--- src/sv/assert_macros.svh ---
// ----------------------------------------------------------------------------
// Assertion macros
// Concurrent assertion wrappers shared by the RTL files of the square finder.
// ----------------------------------------------------------------------------
`ifndef ASSERT_MACROS_SVH
`define ASSERT_MACROS_SVH

`ifndef SYNTHESIS

// Property checked at every rising edge of the clock outside reset.
`define ASSERT_PROP(lbl, clk, rst_n, prop, msg) \
  lbl: assert property (@(posedge clk) disable iff (!rst_n) (prop)) else $error(msg);

// Condition that must never be true at a rising edge outside reset.
`define ASSERT_NEVER(lbl, clk, rst_n, cond, msg) \
  `ASSERT_PROP(lbl, clk, rst_n, !(cond), msg)

`else

`define ASSERT_PROP(lbl, clk, rst_n, prop, msg)
`define ASSERT_NEVER(lbl, clk, rst_n, cond, msg)

`endif

`endif

--- src/sv/lesf_pkg.sv ---
// ----------------------------------------------------------------------------
// lesf_pkg
// Shared constants and control structs of the largest empty square finder.
// ----------------------------------------------------------------------------
`timescale 1ns / 1ps

package lesf_pkg;

  localparam int DEF_MAX_COLS = 1024;
  localparam int DEF_MAX_ROWS = 1024;

  localparam int CFG_DATA_W  = 11;
  localparam int CFG_INDEX_W = 2;
  localparam int CELL_W      = 8;
  localparam int OUT_SIZE_W  = 11;
  localparam int OUT_POS_W   = 10;

  localparam logic [CFG_INDEX_W-1:0] CFG_GRID_COLS  = 2'd0;
  localparam logic [CFG_INDEX_W-1:0] CFG_GRID_ROWS  = 2'd1;
  localparam logic [CFG_INDEX_W-1:0] CFG_EMPTY_CODE = 2'd2;

  localparam logic [CFG_DATA_W-1:0] RST_GRID_COLS  = 11'd1024;
  localparam logic [CFG_DATA_W-1:0] RST_GRID_ROWS  = 11'd1024;
  localparam logic [CELL_W-1:0]     RST_EMPTY_CODE = 8'd46;

  // Cell issued from the scan stage into the update stage.
  typedef struct packed {
    logic accept;
    logic is_free;
    logic grid_end;
  } issue_t;

  // Update stage status seen by the scan stage.
  typedef struct packed {
    logic end_pending;
    logic out_hold;
    logic spare_full;
  } status_t;

endpackage

--- src/sv/lesf_dp_core.sv ---
// ----------------------------------------------------------------------------
// lesf_dp_core
// Update stage: square size of one cell, row store write back, best square
// tracking and the result register.
// ----------------------------------------------------------------------------
`timescale 1ns / 1ps
`include "assert_macros.svh"

module lesf_dp_core #(
  parameter int MAX_COLS = lesf_pkg::DEF_MAX_COLS,
  parameter int MAX_ROWS = lesf_pkg::DEF_MAX_ROWS,
  localparam int CW = (MAX_COLS > 1) ? $clog2(MAX_COLS) : 1,
  localparam int RW = (MAX_ROWS > 1) ? $clog2(MAX_ROWS) : 1,
  localparam int SW = $clog2(MAX_COLS + 1)
) (
  input  logic                              clk,
  input  logic                              rst_n,
  input  lesf_pkg::issue_t                  issue,
  input  logic [CW-1:0]                     iss_col,
  input  logic [RW-1:0]                     iss_row,
  input  logic [SW-1:0]                     rd_data,
  output logic                              wr_en,
  output logic [CW-1:0]                     wr_col,
  output logic [SW-1:0]                     wr_size,
  output lesf_pkg::status_t                 status,
  output logic                              out_valid,
  input  logic                              out_ready,
  output logic [lesf_pkg::OUT_SIZE_W-1:0]   out_square_size,
  output logic [lesf_pkg::OUT_POS_W-1:0]    out_top_row,
  output logic [lesf_pkg::OUT_POS_W-1:0]    out_left_col
);

  localparam int MW = (SW > RW) ? ((SW > CW) ? SW : CW) : ((RW > CW) ? RW : CW);
  localparam int BW = MW + 1;

  logic          s1_valid_r;
  logic          s1_free_r;
  logic          s1_end_r;
  logic [CW-1:0] s1_col_r;
  logic [RW-1:0] s1_row_r;
  logic          fwd_r;
  logic [SW-1:0] fwd_data_r;
  logic [SW-1:0] left_r;
  logic [SW-1:0] diag_r;
  logic [SW-1:0] best_size_r;
  logic [RW-1:0] best_top_r;
  logic [CW-1:0] best_left_r;
  logic          out_valid_r;
  logic [SW-1:0] out_size_r;
  logic [RW-1:0] out_top_r;
  logic [CW-1:0] out_left_r;
  logic          spr_valid_r;
  logic [SW-1:0] spr_size_r;
  logic [RW-1:0] spr_top_r;
  logic [CW-1:0] spr_left_r;

  logic [SW-1:0] above;
  logic [SW-1:0] left_v;
  logic [SW-1:0] diag_v;
  logic [SW-1:0] min_lr;
  logic [SW-1:0] min_all;
  logic [SW-1:0] size;
  logic          upd;
  logic [SW-1:0] best_size_nxt;
  logic [RW-1:0] best_top_nxt;
  logic [CW-1:0] best_left_nxt;
  logic          res_push;
  logic [RW-1:0] res_top;
  logic [CW-1:0] res_left;

  always_comb begin
    // A write to the same entry in the cycle of the read is not seen by the
    // read, so the update stage hands its own size forward.
    above   = (s1_row_r == '0) ? '0 : (fwd_r ? fwd_data_r : rd_data);
    left_v  = (s1_col_r == '0) ? '0 : left_r;
    diag_v  = (s1_col_r == '0 || s1_row_r == '0) ? '0 : diag_r;
    min_lr  = (left_v < above) ? left_v : above;
    min_all = (min_lr < diag_v) ? min_lr : diag_v;
    size    = s1_free_r ? (min_all + SW'(1)) : '0;
    upd     = size > best_size_r;
    best_size_nxt = upd ? size : best_size_r;
    best_top_nxt  = upd ? RW'(BW'(s1_row_r) + BW'(1) - BW'(size)) : best_top_r;
    best_left_nxt = upd ? CW'(BW'(s1_col_r) + BW'(1) - BW'(size)) : best_left_r;
    res_push = s1_valid_r && s1_end_r;
    res_top  = (best_size_nxt == '0) ? '0 : best_top_nxt;
    res_left = (best_size_nxt == '0) ? '0 : best_left_nxt;
  end

  always_ff @(posedge clk) begin
    if (!rst_n) begin
      s1_valid_r  <= 1'b0;
      best_size_r <= '0;
      best_top_r  <= '0;
      best_left_r <= '0;
      out_valid_r <= 1'b0;
      spr_valid_r <= 1'b0;
    end else begin
      s1_valid_r <= issue.accept;
      if (s1_valid_r) begin
        if (s1_end_r) begin
          best_size_r <= '0;
          best_top_r  <= '0;
          best_left_r <= '0;
        end else begin
          best_size_r <= best_size_nxt;
          best_top_r  <= best_top_nxt;
          best_left_r <= best_left_nxt;
        end
      end
      // A second result register takes a grid result while the first one is
      // still held, so grid ends can follow each other without a gap.
      if (!out_valid_r || out_ready) begin
        out_valid_r <= spr_valid_r || res_push;
        spr_valid_r <= spr_valid_r && res_push;
      end else if (res_push) begin
        spr_valid_r <= 1'b1;
      end
    end
  end

  always_ff @(posedge clk) begin
    if (issue.accept) begin
      s1_free_r  <= issue.is_free;
      s1_end_r   <= issue.grid_end;
      s1_col_r   <= iss_col;
      s1_row_r   <= iss_row;
      fwd_r      <= s1_valid_r && (s1_col_r == iss_col);
      fwd_data_r <= size;
    end
    if (s1_valid_r) begin
      left_r <= size;
      diag_r <= above;
    end
    if (!out_valid_r || out_ready) begin
      if (spr_valid_r) begin
        out_size_r <= spr_size_r;
        out_top_r  <= spr_top_r;
        out_left_r <= spr_left_r;
      end else if (res_push) begin
        out_size_r <= best_size_nxt;
        out_top_r  <= res_top;
        out_left_r <= res_left;
      end
    end
    if (res_push && (spr_valid_r || (out_valid_r && !out_ready))) begin
      spr_size_r <= best_size_nxt;
      spr_top_r  <= res_top;
      spr_left_r <= res_left;
    end
  end

  assign wr_en   = s1_valid_r;
  assign wr_col  = s1_col_r;
  assign wr_size = size;

  assign status.end_pending = s1_valid_r && s1_end_r;
  assign status.out_hold    = out_valid_r && !out_ready;
  assign status.spare_full  = spr_valid_r;

  assign out_valid       = out_valid_r;
  assign out_square_size = lesf_pkg::OUT_SIZE_W'(out_size_r);
  assign out_top_row     = lesf_pkg::OUT_POS_W'(out_top_r);
  assign out_left_col    = lesf_pkg::OUT_POS_W'(out_left_r);

  `ASSERT_NEVER(a_result_overrun, clk, rst_n,
    s1_valid_r && s1_end_r && out_valid_r && !out_ready && spr_valid_r,
    "grid result arrived while both result registers were held")
  `ASSERT_PROP(a_result_source, clk, rst_n,
    $rose(out_valid_r) |-> $past(s1_valid_r && s1_end_r),
    "result appeared without a grid end in the update stage")
  `ASSERT_PROP(a_best_monotone, clk, rst_n,
    (s1_valid_r && !s1_end_r) |=> (best_size_r >= $past(best_size_r)),
    "best square shrank within a grid")
  `ASSERT_PROP(a_spare_behind_main, clk, rst_n,
    spr_valid_r |-> out_valid_r,
    "spare result held while the output register was empty")

endmodule

--- config.mk ---
export PLATFORM = sky130hd
export DESIGN_NAME = lesf_dp_core
export DESIGN_NICKNAME = d
export VERILOG_FILES = /design/src/sv/lesf_pkg.sv /design/src/sv/lesf_dp_core.sv
export VERILOG_INCLUDE_DIRS = /design/src /design/src/sv
export SDC_FILE = /design/constraint.sdc
export NUM_CORES = 1
export LEC_CHECK = 0
export BUFFER_PORTS_ARGS = -buffer_cell sky130_fd_sc_hd__clkbuf_2
export CORE_MARGIN = 2
export CORE_UTILIZATION = 65
export DETAILED_ROUTE_END_ITERATION = 6
export GPL_TIMING_DRIVEN = 0
export PLACE_DENSITY = 0.88
export SYNTH_ARGS = -nofsm -noshare
export SYNTH_HDL_FRONTEND = slang
export SYNTH_SLANG_ARGS = --single-unit
--- constraint.sdc ---
create_clock -name clk -period 20 [get_ports clk]
set_input_delay 0 -clock clk [delete_from_list [all_inputs] [get_ports clk]]
set_output_delay 0 -clock clk [all_outputs]
set_load 0.005 [all_outputs]
==> results of run 1 <==
flip-flops by register name, summed over array words and instances, names as in the netlist, 10 cells and up:
register and flops:
wr_col 10, fwd_data_r 11, best_left_r 10, left_r 11, diag_r 11, s1_row_r 10
spr_size_r 11, out_square_size 11, best_top_r 10, spr_top_r 10, best_size_r 11, out_top_row 10
spr_left_r 10, out_left_col 10
critical path: cells and delay by family, from the launching register on:
| kind | cells | cell delay [ps] |
|---|---|---|
| simple gates | 13 | 4040 |
| compound gates | 15 | 3690 |
| fa+ha+maj | 4 | 1080 |
| xor+xnor | 1 | 100 |
| buf+inv | 8 | 2310 |
| flops | 1 | 420 |
Yosys cell counts (4+ instances only):
| master | number | area (µm²) |
|---|---|---|
| or2_2 | 4 | 25.0 |
| a22oi_1 | 6 | 45.0 |
| nor4_1 | 5 | 31.3 |
| nand3_1 | 21 | 105 |
| clkbuf_8 | 4 | 55.1 |
| a21o_1 | 8 | 60.1 |
| a21oi_1 | 74 | 370 |
| and3_1 | 6 | 37.5 |
| inv_1 | 77 | 289 |
| o21ai_0 | 31 | 155 |
| a21boi_2 | 6 | 67.6 |
| ha_1 | 66 | 826 |
| clkbuf_1 | 19 | 71.3 |
| a21oi_2 | 12 | 105 |
| and2_1 | 32 | 200 |
| o31ai_1 | 5 | 37.5 |
| nor2_1 | 40 | 150 |
| nor3_1 | 25 | 125 |
| xnor2_1 | 33 | 289 |
| nand2_1 | 62 | 233 |
| mux2_2 | 10 | 113 |
| mux2i_1 | 19 | 190 |
| a2bb2oi_1 | 6 | 52.6 |
| o2111ai_1 | 5 | 43.8 |
| buf_6 | 7 | 78.8 |
| o21a_1 | 8 | 60.1 |
| or4_1 | 4 | 30.0 |
| o22ai_1 | 21 | 131 |
| nor2b_1 | 17 | 106 |
| a31oi_1 | 5 | 31.3 |
| dfxtp_1 | 34 | 681 |
| edfxtp_1 | 118 | 3540 |
| nand4_1 | 14 | 87.6 |
| buf_2 | 4 | 20.0 |
| o21bai_1 | 7 | 52.6 |
| nand2b_1 | 8 | 50.1 |
| buf_4 | 5 | 37.5 |
layer usage:
layer | wire, µm | global-route usage (%) | up-vias
met5 | 0 | 0 | -
li1 | - | - | 3686
met4 | 1170 | 15.4 | 0
met3 | 2720 | 8.73 | 102
met2 | 12800 | 57.6 | 501
met1 | 10900 | 45.3 | 3922
where the power goes:
group | total, W | leakage (nW) | switching [W] | internal (W)
registers | 0.000431 | 1.40 | 0.0000166 | 0.000414
clock network | 0.000316 | 0.280 | 0.000135 | 0.000181
logic | 0.000896 | 2.81 | 0.000558 | 0.000338
layout make-up:
type	instances	area, µm²	share of cell area, %
inverter	77	289	2.60
timing repair buffer	116	696	6.27
clock inverter	11	110	0.992
tap	184	230	2.07
sequential	152	4220	38.0
multi-input combinational	648	4810	43.3
clock buffer	21	462	4.16
buffer	43	282	2.54
cell usage in the layout (no fill, tap or decap), types with 10 or more instances in the layout:
| cell | Yosys | layout |
|---|---|---|
| inv_1 | 77 | 77 |
| edfxtp_1 | 118 | 118 |
| o21ai_0 | 31 | 31 |
| a21oi_2 | 12 | 12 |
| nor2_1 | 40 | 39 |
| dlygate4sd3_1 | 0 | 23 |
| o22ai_1 | 21 | 21 |
| nor2b_1 | 17 | 17 |
| ha_1 | 66 | 66 |
| nand4_1 | 14 | 14 |
| nor3_1 | 25 | 25 |
| clkbuf_1 | 19 | 22 |
| xnor2_1 | 33 | 33 |
| and2_1 | 32 | 32 |
| nand2_1 | 62 | 62 |
| mux2_2 | 10 | 10 |
| clkbuf_16 | 0 | 18 |
| nand3_1 | 21 | 21 |
| dfxtp_1 | 34 | 34 |
| a21oi_1 | 74 | 73 |
| mux2i_1 | 19 | 19 |
| clkbuf_2 | 0 | 93 |
cell families after synthesis:
logic type,count (synthesis)
xor gates and xnor gates,36
DFF,152
adders and majority gates,69
buffers and inverters,120
muxes,29
and+or+nand+nor,266
AOI/OAI and AO/OA,248
worst max-delay path by stage:
stage                                      to  slack, ps  depth (start not counted)
floorplan           out_left_col[8]$_DFFE_PP_      11010                         43
global placement    out_left_col[8]$_DFFE_PP_       8600                         42
detailed placement   out_top_row[8]$_DFFE_PP_       8550                         41
CTS                  out_top_row[8]$_DFFE_PP_       8490                         41
global route           spr_top_r[0]$_DFFE_PP_       7510                         42
finish                 spr_top_r[0]$_DFFE_PP_       8080                         41
through the flow:
step	worst slack, ps	power [W]	cells	instance area [µm²]	utilization, %
final	8080	0.00164	1252	11100	76.7
after global routing	7510	0.00173	1252	11100	76.7
after CTS	8490	0.00161	1252	11100	76.7
after detailed placement	8550	0.00128	1197	10300	71.1
after global placement	8600	0.00127	1197	10300	71.0
after floorplan	11010	0.00106	920	9590	-
==> out/qor.txt, run 1 <==
Synth Area in Simple Gates = 15.5%
Main synth FF type = edfxtp_1
area grow syn2layout = 15.8%
Slew Limit Fails = 0
normalized max-slew margin = 3.45%
Core Area = 14500 µm²
worst min-delay path category = primary input to flop
drt total wl = 27600 µm
PwrDens = 148 nW/µm²
Netlist cell types = 96
CP required = 20170 ps
I/O Buffers = 93
Synth Area in XOR/XNOR = 3.37%
Post-DP HPWL = 19300 µm
FFs w/ async S/R, synth = 0%
drt first pass iters = 5
WS Path Type = flop to flop
die width = 125 µm
CP Capture Type = flop
GRT Overall Usage = 35.5%
via count = 8211
Routed WL per cell = 22.1 µm
Hold WS = 62.5 ps
setup violators final = 0
warnings from Yosys = 0
Setup crit start = s1_row_r[1]$_DFFE_PP_
post-synthesis compound-gate area fraction = 18.8%
Slew @ Worst Pin = 1450 ps
number of setup buffers added after CTS = 0
Layout Nets = 1160
CP max FO = 10
effective utilization at floorplan = 66.2%
largest net degree at the start of global routing = 36
Setup Skew = 14.2 ps
die footprint = 15700 µm²
post-cts resize count = 0
mux contribution to synthesized area = 3.16%
clk sinks = 152
crit path DAT = 12090 ps
Seq cells post-synth = 152
Leak = 4.48 nW
Reg2Reg Launch Point = s1_row_r[1]$_DFFE_PP_
total CTS buffers = 17
final critical-path required period = 11920 ps
Tcrit/Tclk final = 59.6%
Worst R2R Path Depth = 41
Root Driver = clkbuf_16
CP max stage delay = 670 ps
largest family of logic cells by synthesized area = compound AO/OA/AOI/OAI gates
drt via density = 6.56
vias in the first global route = 8104
EDFF count, synth = 118
# fillers = 956
Hold Path Stages = 3
Remaining DRCs = 0
Worst Hold Launch = rd_data[7]
first-pass GRT wire length = 43500 µm
routability cong. = 0.993
Detail Route Antenna Nets = 0
# H-tree levels = 4
DRT iter0 DRCs = 714
most used cell, CP = ha_1
WHS Endpoint = diag_r[7]$_DFFE_PP_
Syn Area/Cell = 10.4 µm²
diode count = 0
Skew-Pair Late Insertion Delay = 430 ps
post-synthesis instance total = 920
initial antenna violation count = 0
r2r endpoint = spr_top_r[0]$_DFFE_PP_
reg2reg setup slack = 8080 ps
Hold Fails Final Rpt = 0
boundary pin count = 94
Synthesized Nets = 1025
register area share after synthesis = 44.1%
CTS Buffer Depth = 2
peak supply drop = 0.000104 V
CTS clk-pin slew, worst paths = 60 ps
row count = 44
Die Y = 125 µm
synthesized area = 9590 µm²
slowest CP cell = nor4_2
CTS tree = yes
fraction of the mapped netlist area in adder cells = 9.14%
outcome = complete, no violations
cts hold-fix bufs = 23
Post-Route Setup TNS = 0 ps
Congestion Overflow GR = 0
layout cell share with drive strength beyond 1 = 20.3%
unrepaired setup endpoints after global routing = no
Setup crit start kind = flop
MaxCap Viol Count = 0
maximum clock frequency = 83.9 MHz
Power figures use the tool's default switching activity.
==> run 2, diff against run 1 <==
--- a/config.mk
+++ b/config.mk
@@ -8,10 +8,10 @@
 export LEC_CHECK = 0
 export BUFFER_PORTS_ARGS = -buffer_cell sky130_fd_sc_hd__clkbuf_2
 export CORE_MARGIN = 2
-export CORE_UTILIZATION = 65
+export CORE_UTILIZATION = 60
 export DETAILED_ROUTE_END_ITERATION = 6
 export GPL_TIMING_DRIVEN = 0
-export PLACE_DENSITY = 0.88
+export PLACE_DENSITY = 0.82
 export SYNTH_ARGS = -nofsm -noshare
 export SYNTH_HDL_FRONTEND = slang
 export SYNTH_SLANG_ARGS = --single-unit
==> constraint.sdc (replaced) <==
create_clock -name clk -period 12.46 [get_ports clk]
set_input_delay 0 -clock clk [delete_from_list [all_inputs] [get_ports clk]]
set_output_delay 0 -clock clk [all_outputs]
set_load 0.005 [all_outputs]
==> out/qor.txt, run 2 (synthesis results as in run 1) <==
clk sinks = 152
MaxCap Viol Count = 0
die footprint = 17000 µm²
Setup Skew = 17.5 ps
Global Route met1 Usage = 44.2%
number of setup buffers added after CTS = 0
CP max FO = 10
drt total wl = 26800 µm
M2 GR Usage = 50.2%
maximum clock frequency = 85.5 MHz
CP required = 12630 ps
Remaining DRCs = 0
crit path DAT = 11870 ps
drt first pass iters = 7
diode count = 0
total CTS buffers = 17
CTS tree = yes
via count = 7981
I/O Buffers = 93
slowest CP cell = nor4_2
peak supply drop = 0.000141 V
area grow syn2layout = 16.3%
Post-Route Setup TNS = 0 ps
Slew Limit Fails = 0
drt via density = 6.22
most used cell, CP = ha_1
largest net degree at the start of global routing = 36
Root Driver = clkbuf_16
CTS Buffer Depth = 2
GR Util met3 = 6.56%
outcome = complete, no violations
Layout Nets = 1160
CP max stage delay = 650 ps
GRT Max-Usage Layer = met2
Die Y = 130 µm
CP Capture Type = flop
fin util = 70.7%
boundary pin count = 94
most common library cell in the layout ignoring fill and taps = edfxtp_1
Hold Fails Final Rpt = 0
row count = 46
Leak = 4.47 nW
setup violators final = 0
final critical-path required period = 11690 ps
first-pass GRT wire length = 41800 µm
Congestion Overflow GR = 0
PwrDens = 235 nW/µm²
Hold WS = 34.1 ps
WS Path Type = flop to flop
Routed WL per cell = 20.9 µm
GRT Overall Usage = 32.7%
die width = 130 µm
Post-DP HPWL = 19400 µm
initial antenna violation count = 0
routability cong. = 0.981
commonest non-fill, non-tap cells in the layout = edfxtp_1 (118), clkbuf_2 (93), inv_1 (77)
layout cell share with drive strength beyond 1 = 20.4%
vias in the first global route = 7856
unrepaired setup endpoints after global routing = no
Detail Route Antenna Nets = 0
effective utilization at floorplan = 60.8%
Cell Count Post-Placement = 1229
Tcrit/Tclk final = 93.9%
CTS clk-pin slew, worst paths = 70 ps
DRT iter0 DRCs = 910
Slew @ Worst Pin = 1320 ps
normalized max-slew margin = 11.7%
Skew-Pair Late Insertion Delay = 440 ps
final non-filler cell total = 1284
# H-tree levels = 4
worst min-delay path category = primary input to flop
Core Area = 15800 µm²
Setup crit start kind = flop
[run 2: layout make-up]
type / instances / area, µm²
clock buffers: 18 / 429
flip-flops and latches: 152 / 4220
repair buffers: 116 / 696
multi-input cells: 648 / 4810
plain buffers: 43 / 282
well taps: 216 / 270
fillers: 1182 / 4630
clock inverters: 14 / 145
inverters: 77 / 289
[run 2: power breakdown]
part           internal, W  leakage, nW  total (W)  switching [W]
registers         0.000665         1.40   0.000691      0.0000264
logic             0.000543         2.81    0.00142       0.000878
clock network     0.000280        0.269   0.000508       0.000228
total              0.00149         4.47    0.00262        0.00113
[run 2: metrics by stage]
step	power, W	setup WS [ps]	cell area (µm²)
after floorplan	0.00171	3470	9590
after global placement	0.00203	1190	10300
after CTS	0.00259	1090	11100
after global routing	0.00276	122	11100
final	0.00262	765	11100
after detailed placement	0.00206	1230	10300
[run 2: final timing paths]
path	slack, ps	start	end	cells after the start
worst min-delay path	30	rd_data[7]	diag_r[7]$_DFFE_PP_	3
worst max-delay path	770	s1_row_r[1]$_DFFE_PP_	spr_left_r[0]$_DFFE_PP_	41
worst max register to register	770	s1_row_r[1]$_DFFE_PP_	spr_left_r[0]$_DFFE_PP_	41
worst min register to register	480	best_left_r[9]$_SDFFE_PN0P_	best_left_r[9]$_SDFFE_PN0P_	2
[run 2: what timing repair did]
action	in CTS	in global routing
gates resized for setup	0	0
hold endpoints to repair	26	0
hold buffers	23	0
setup endpoints to repair	0	0
[run 2: critical path: cells and delay by family, from the launching register on]
family	cells	cell delay, ps
and+or+nand+nor	13	3890
AOI/OAI and AO/OA	15	3590
buffers and inverters	8	2310
adders and majority gates	4	1070
DFF	1	420
xor gates and xnor gates	1	110
[run 2: routing by layer]
metal | wire length, µm | part of all wire [%]
met1 | 11100 | 42
met2 | 12300 | 46
met3 | 2180 | 8.1
met4 | 1180 | 4.4
met5 | 0 | 0
==> run 3, diff against run 2 <==
--- a/config.mk
+++ b/config.mk
@@ -8,10 +8,10 @@
 export LEC_CHECK = 0
 export BUFFER_PORTS_ARGS = -buffer_cell sky130_fd_sc_hd__clkbuf_2
 export CORE_MARGIN = 2
-export CORE_UTILIZATION = 60
+export CORE_UTILIZATION = 54
 export DETAILED_ROUTE_END_ITERATION = 6
 export GPL_TIMING_DRIVEN = 0
-export PLACE_DENSITY = 0.82
+export PLACE_DENSITY = 0.78
 export SYNTH_ARGS = -nofsm -noshare
 export SYNTH_HDL_FRONTEND = slang
 export SYNTH_SLANG_ARGS = --single-unit
==> constraint.sdc (replaced) <==
create_clock -name clk -period 9.5 [get_ports clk]
set_input_delay 0 -clock clk [delete_from_list [all_inputs] [get_ports clk]]
set_output_delay 0 -clock clk [all_outputs]
set_load 0.005 [all_outputs]
==> out/qor.txt, run 3 (synthesis results as in run 1) <==
I/O Buffers = 93
Remaining DRCs = 0
boundary pin count = 94
WS Path Type = flop to flop
worst min-delay path category = primary input to flop
setup violators final = 0
die width = 137 µm
Die Y = 137 µm
Post-Layout Inst Area = 11800 µm²
Post-DP Area = 10400 µm²
final non-filler cell total = 1330
CP required = 9760 ps
DRT iter0 DRCs = 790
CTS tree = yes
Detail Route Antenna Nets = 0
normalized max-slew margin = 8.17%
die footprint = 18800 µm²
via count = 8073
# fillers = 1312
drt total wl = 27900 µm
initial antenna violation count = 0
layout cell share with drive strength beyond 1 = 27.6%
outcome = complete, no violations
Leak = 4.78 nW
Congestion Overflow GR = 0
Layout Nets = 1197
slowest CP cell = edfxtp_1
smallest setup slack after layout = 36.4 ps
total CTS buffers = 17
Setup crit start kind = flop
Setup Skew = 11.6 ps
Post-DP HPWL = 19300 µm
CP max stage delay = 470 ps
Sequential Area = 4220 µm²
Skew-Pair Late Insertion Delay = 440 ps
commonest non-fill, non-tap cells in the layout = edfxtp_1 (118), clkbuf_2 (93), inv_1 (76)
MaxCap Viol Count = 0
diode count = 0
most used cell, CP = buf_4
clk sinks = 152
peak supply drop = 0.000210 V
PwrDens = 311 nW/µm²
drt via density = 6.07
CTS clk-pin slew, worst paths = 70 ps
CP max FO = 10
CP Capture Type = flop
largest net degree at the start of global routing = 36
CTS Buffer Depth = 2
Core Area = 17300 µm²
routability cong. = 0.972
GRT Overall Usage = 29.6%
area grow syn2layout = 23.3%
Root Driver = clkbuf_16
Slew Limit Fails = 0
Tcrit/Tclk final = 99.6%
# H-tree levels = 4
vias in the first global route = 7846
first-pass GRT wire length = 41800 µm
maximum clock frequency = 106 MHz
most common library cell in the layout ignoring fill and taps = edfxtp_1
Routed WL per cell = 21.0 µm
Setup WS pre-CTS = -1880 ps
row count = 48
Slew @ Worst Pin = 1380 ps
drt first pass iters = 6
final critical-path required period = 9460 ps
Hold Fails Final Rpt = 0
crit path DAT = 9730 ps
Multi-input gate area = 5120 µm²
Cell Count Post-Placement = 1238
fin util = 68.3%
effective utilization at floorplan = 55.4%
run 3: metrics by stage:
step	hold WS, ps	power, W	setup TNS [ps]
2_1_floorplan	52.1	0.00224	0
3_3_place_gp	177	0.00268	-117260
3_5_place_dp	180	0.00271	-121050
4_1_cts	32.0	0.00350	0
5_1_grt	76.6	0.00386	-5750
6_report	64.8	0.00368	0
run 3: routing by layer:
layer / share of wire [%] / vias up / GRT usage, %
met5: 0 / - / 0
met4: 3.4 / 0 / 13.5
met3: 7.7 / 73 / 6.33
met2: 48 / 352 / 46.7
met1: 41 / 3890 / 39.1
li1: - / 3758 / -
run 3: final timing paths:
path | start | slack [ps] | depth (start not counted) | endpoint
worst min-delay path | rd_data[8] | 60 | 4 | diag_r[8]$_DFFE_PP_
worst max register to register | s1_row_r[7]$_DFFE_PP_ | 40 | 42 | out_left_col[8]$_DFFE_PP_
worst max-delay path | s1_row_r[7]$_DFFE_PP_ | 40 | 42 | out_left_col[8]$_DFFE_PP_
worst min register to register | best_top_r[9]$_SDFFE_PN0P_ | 480 | 2 | best_top_r[9]$_SDFFE_PN0P_
run 3: critical path, delay by kind of cell, from the launching register on:
family | cells | cell delay [ps]
AOI/OAI and AO/OA | 11 | 2500
xor gates and xnor gates | 1 | 90
adders and majority gates | 4 | 1080
buffers and inverters | 8 | 1430
DFF | 1 | 470
muxes | 1 | 340
and+or+nand+nor | 17 | 3360
run 3: final cells by class:
cell class / count / share of cell area, %
inverter: 77 / 2.44
clock buffer: 18 / 3.63
buffer: 42 / 2.52
sequential: 152 / 35.7
clock inverter: 14 / 1.57
tap: 225 / 2.38
multi-input combinational: 648 / 43.3
timing repair buffer: 154 / 8.44
run 3: repair_timing:
item	CTS	global route
buffers inserted	16	22
resized for setup	32	54
pin swaps	10	15
hold buffers	23	0
setup endpoints to repair	93	80
hold endpoints to repair	27	0
run 3: power by group:
part           internal (W)  switching [W]
logic              0.000837        0.00123
registers          0.000872      0.0000339
clock network      0.000400       0.000310
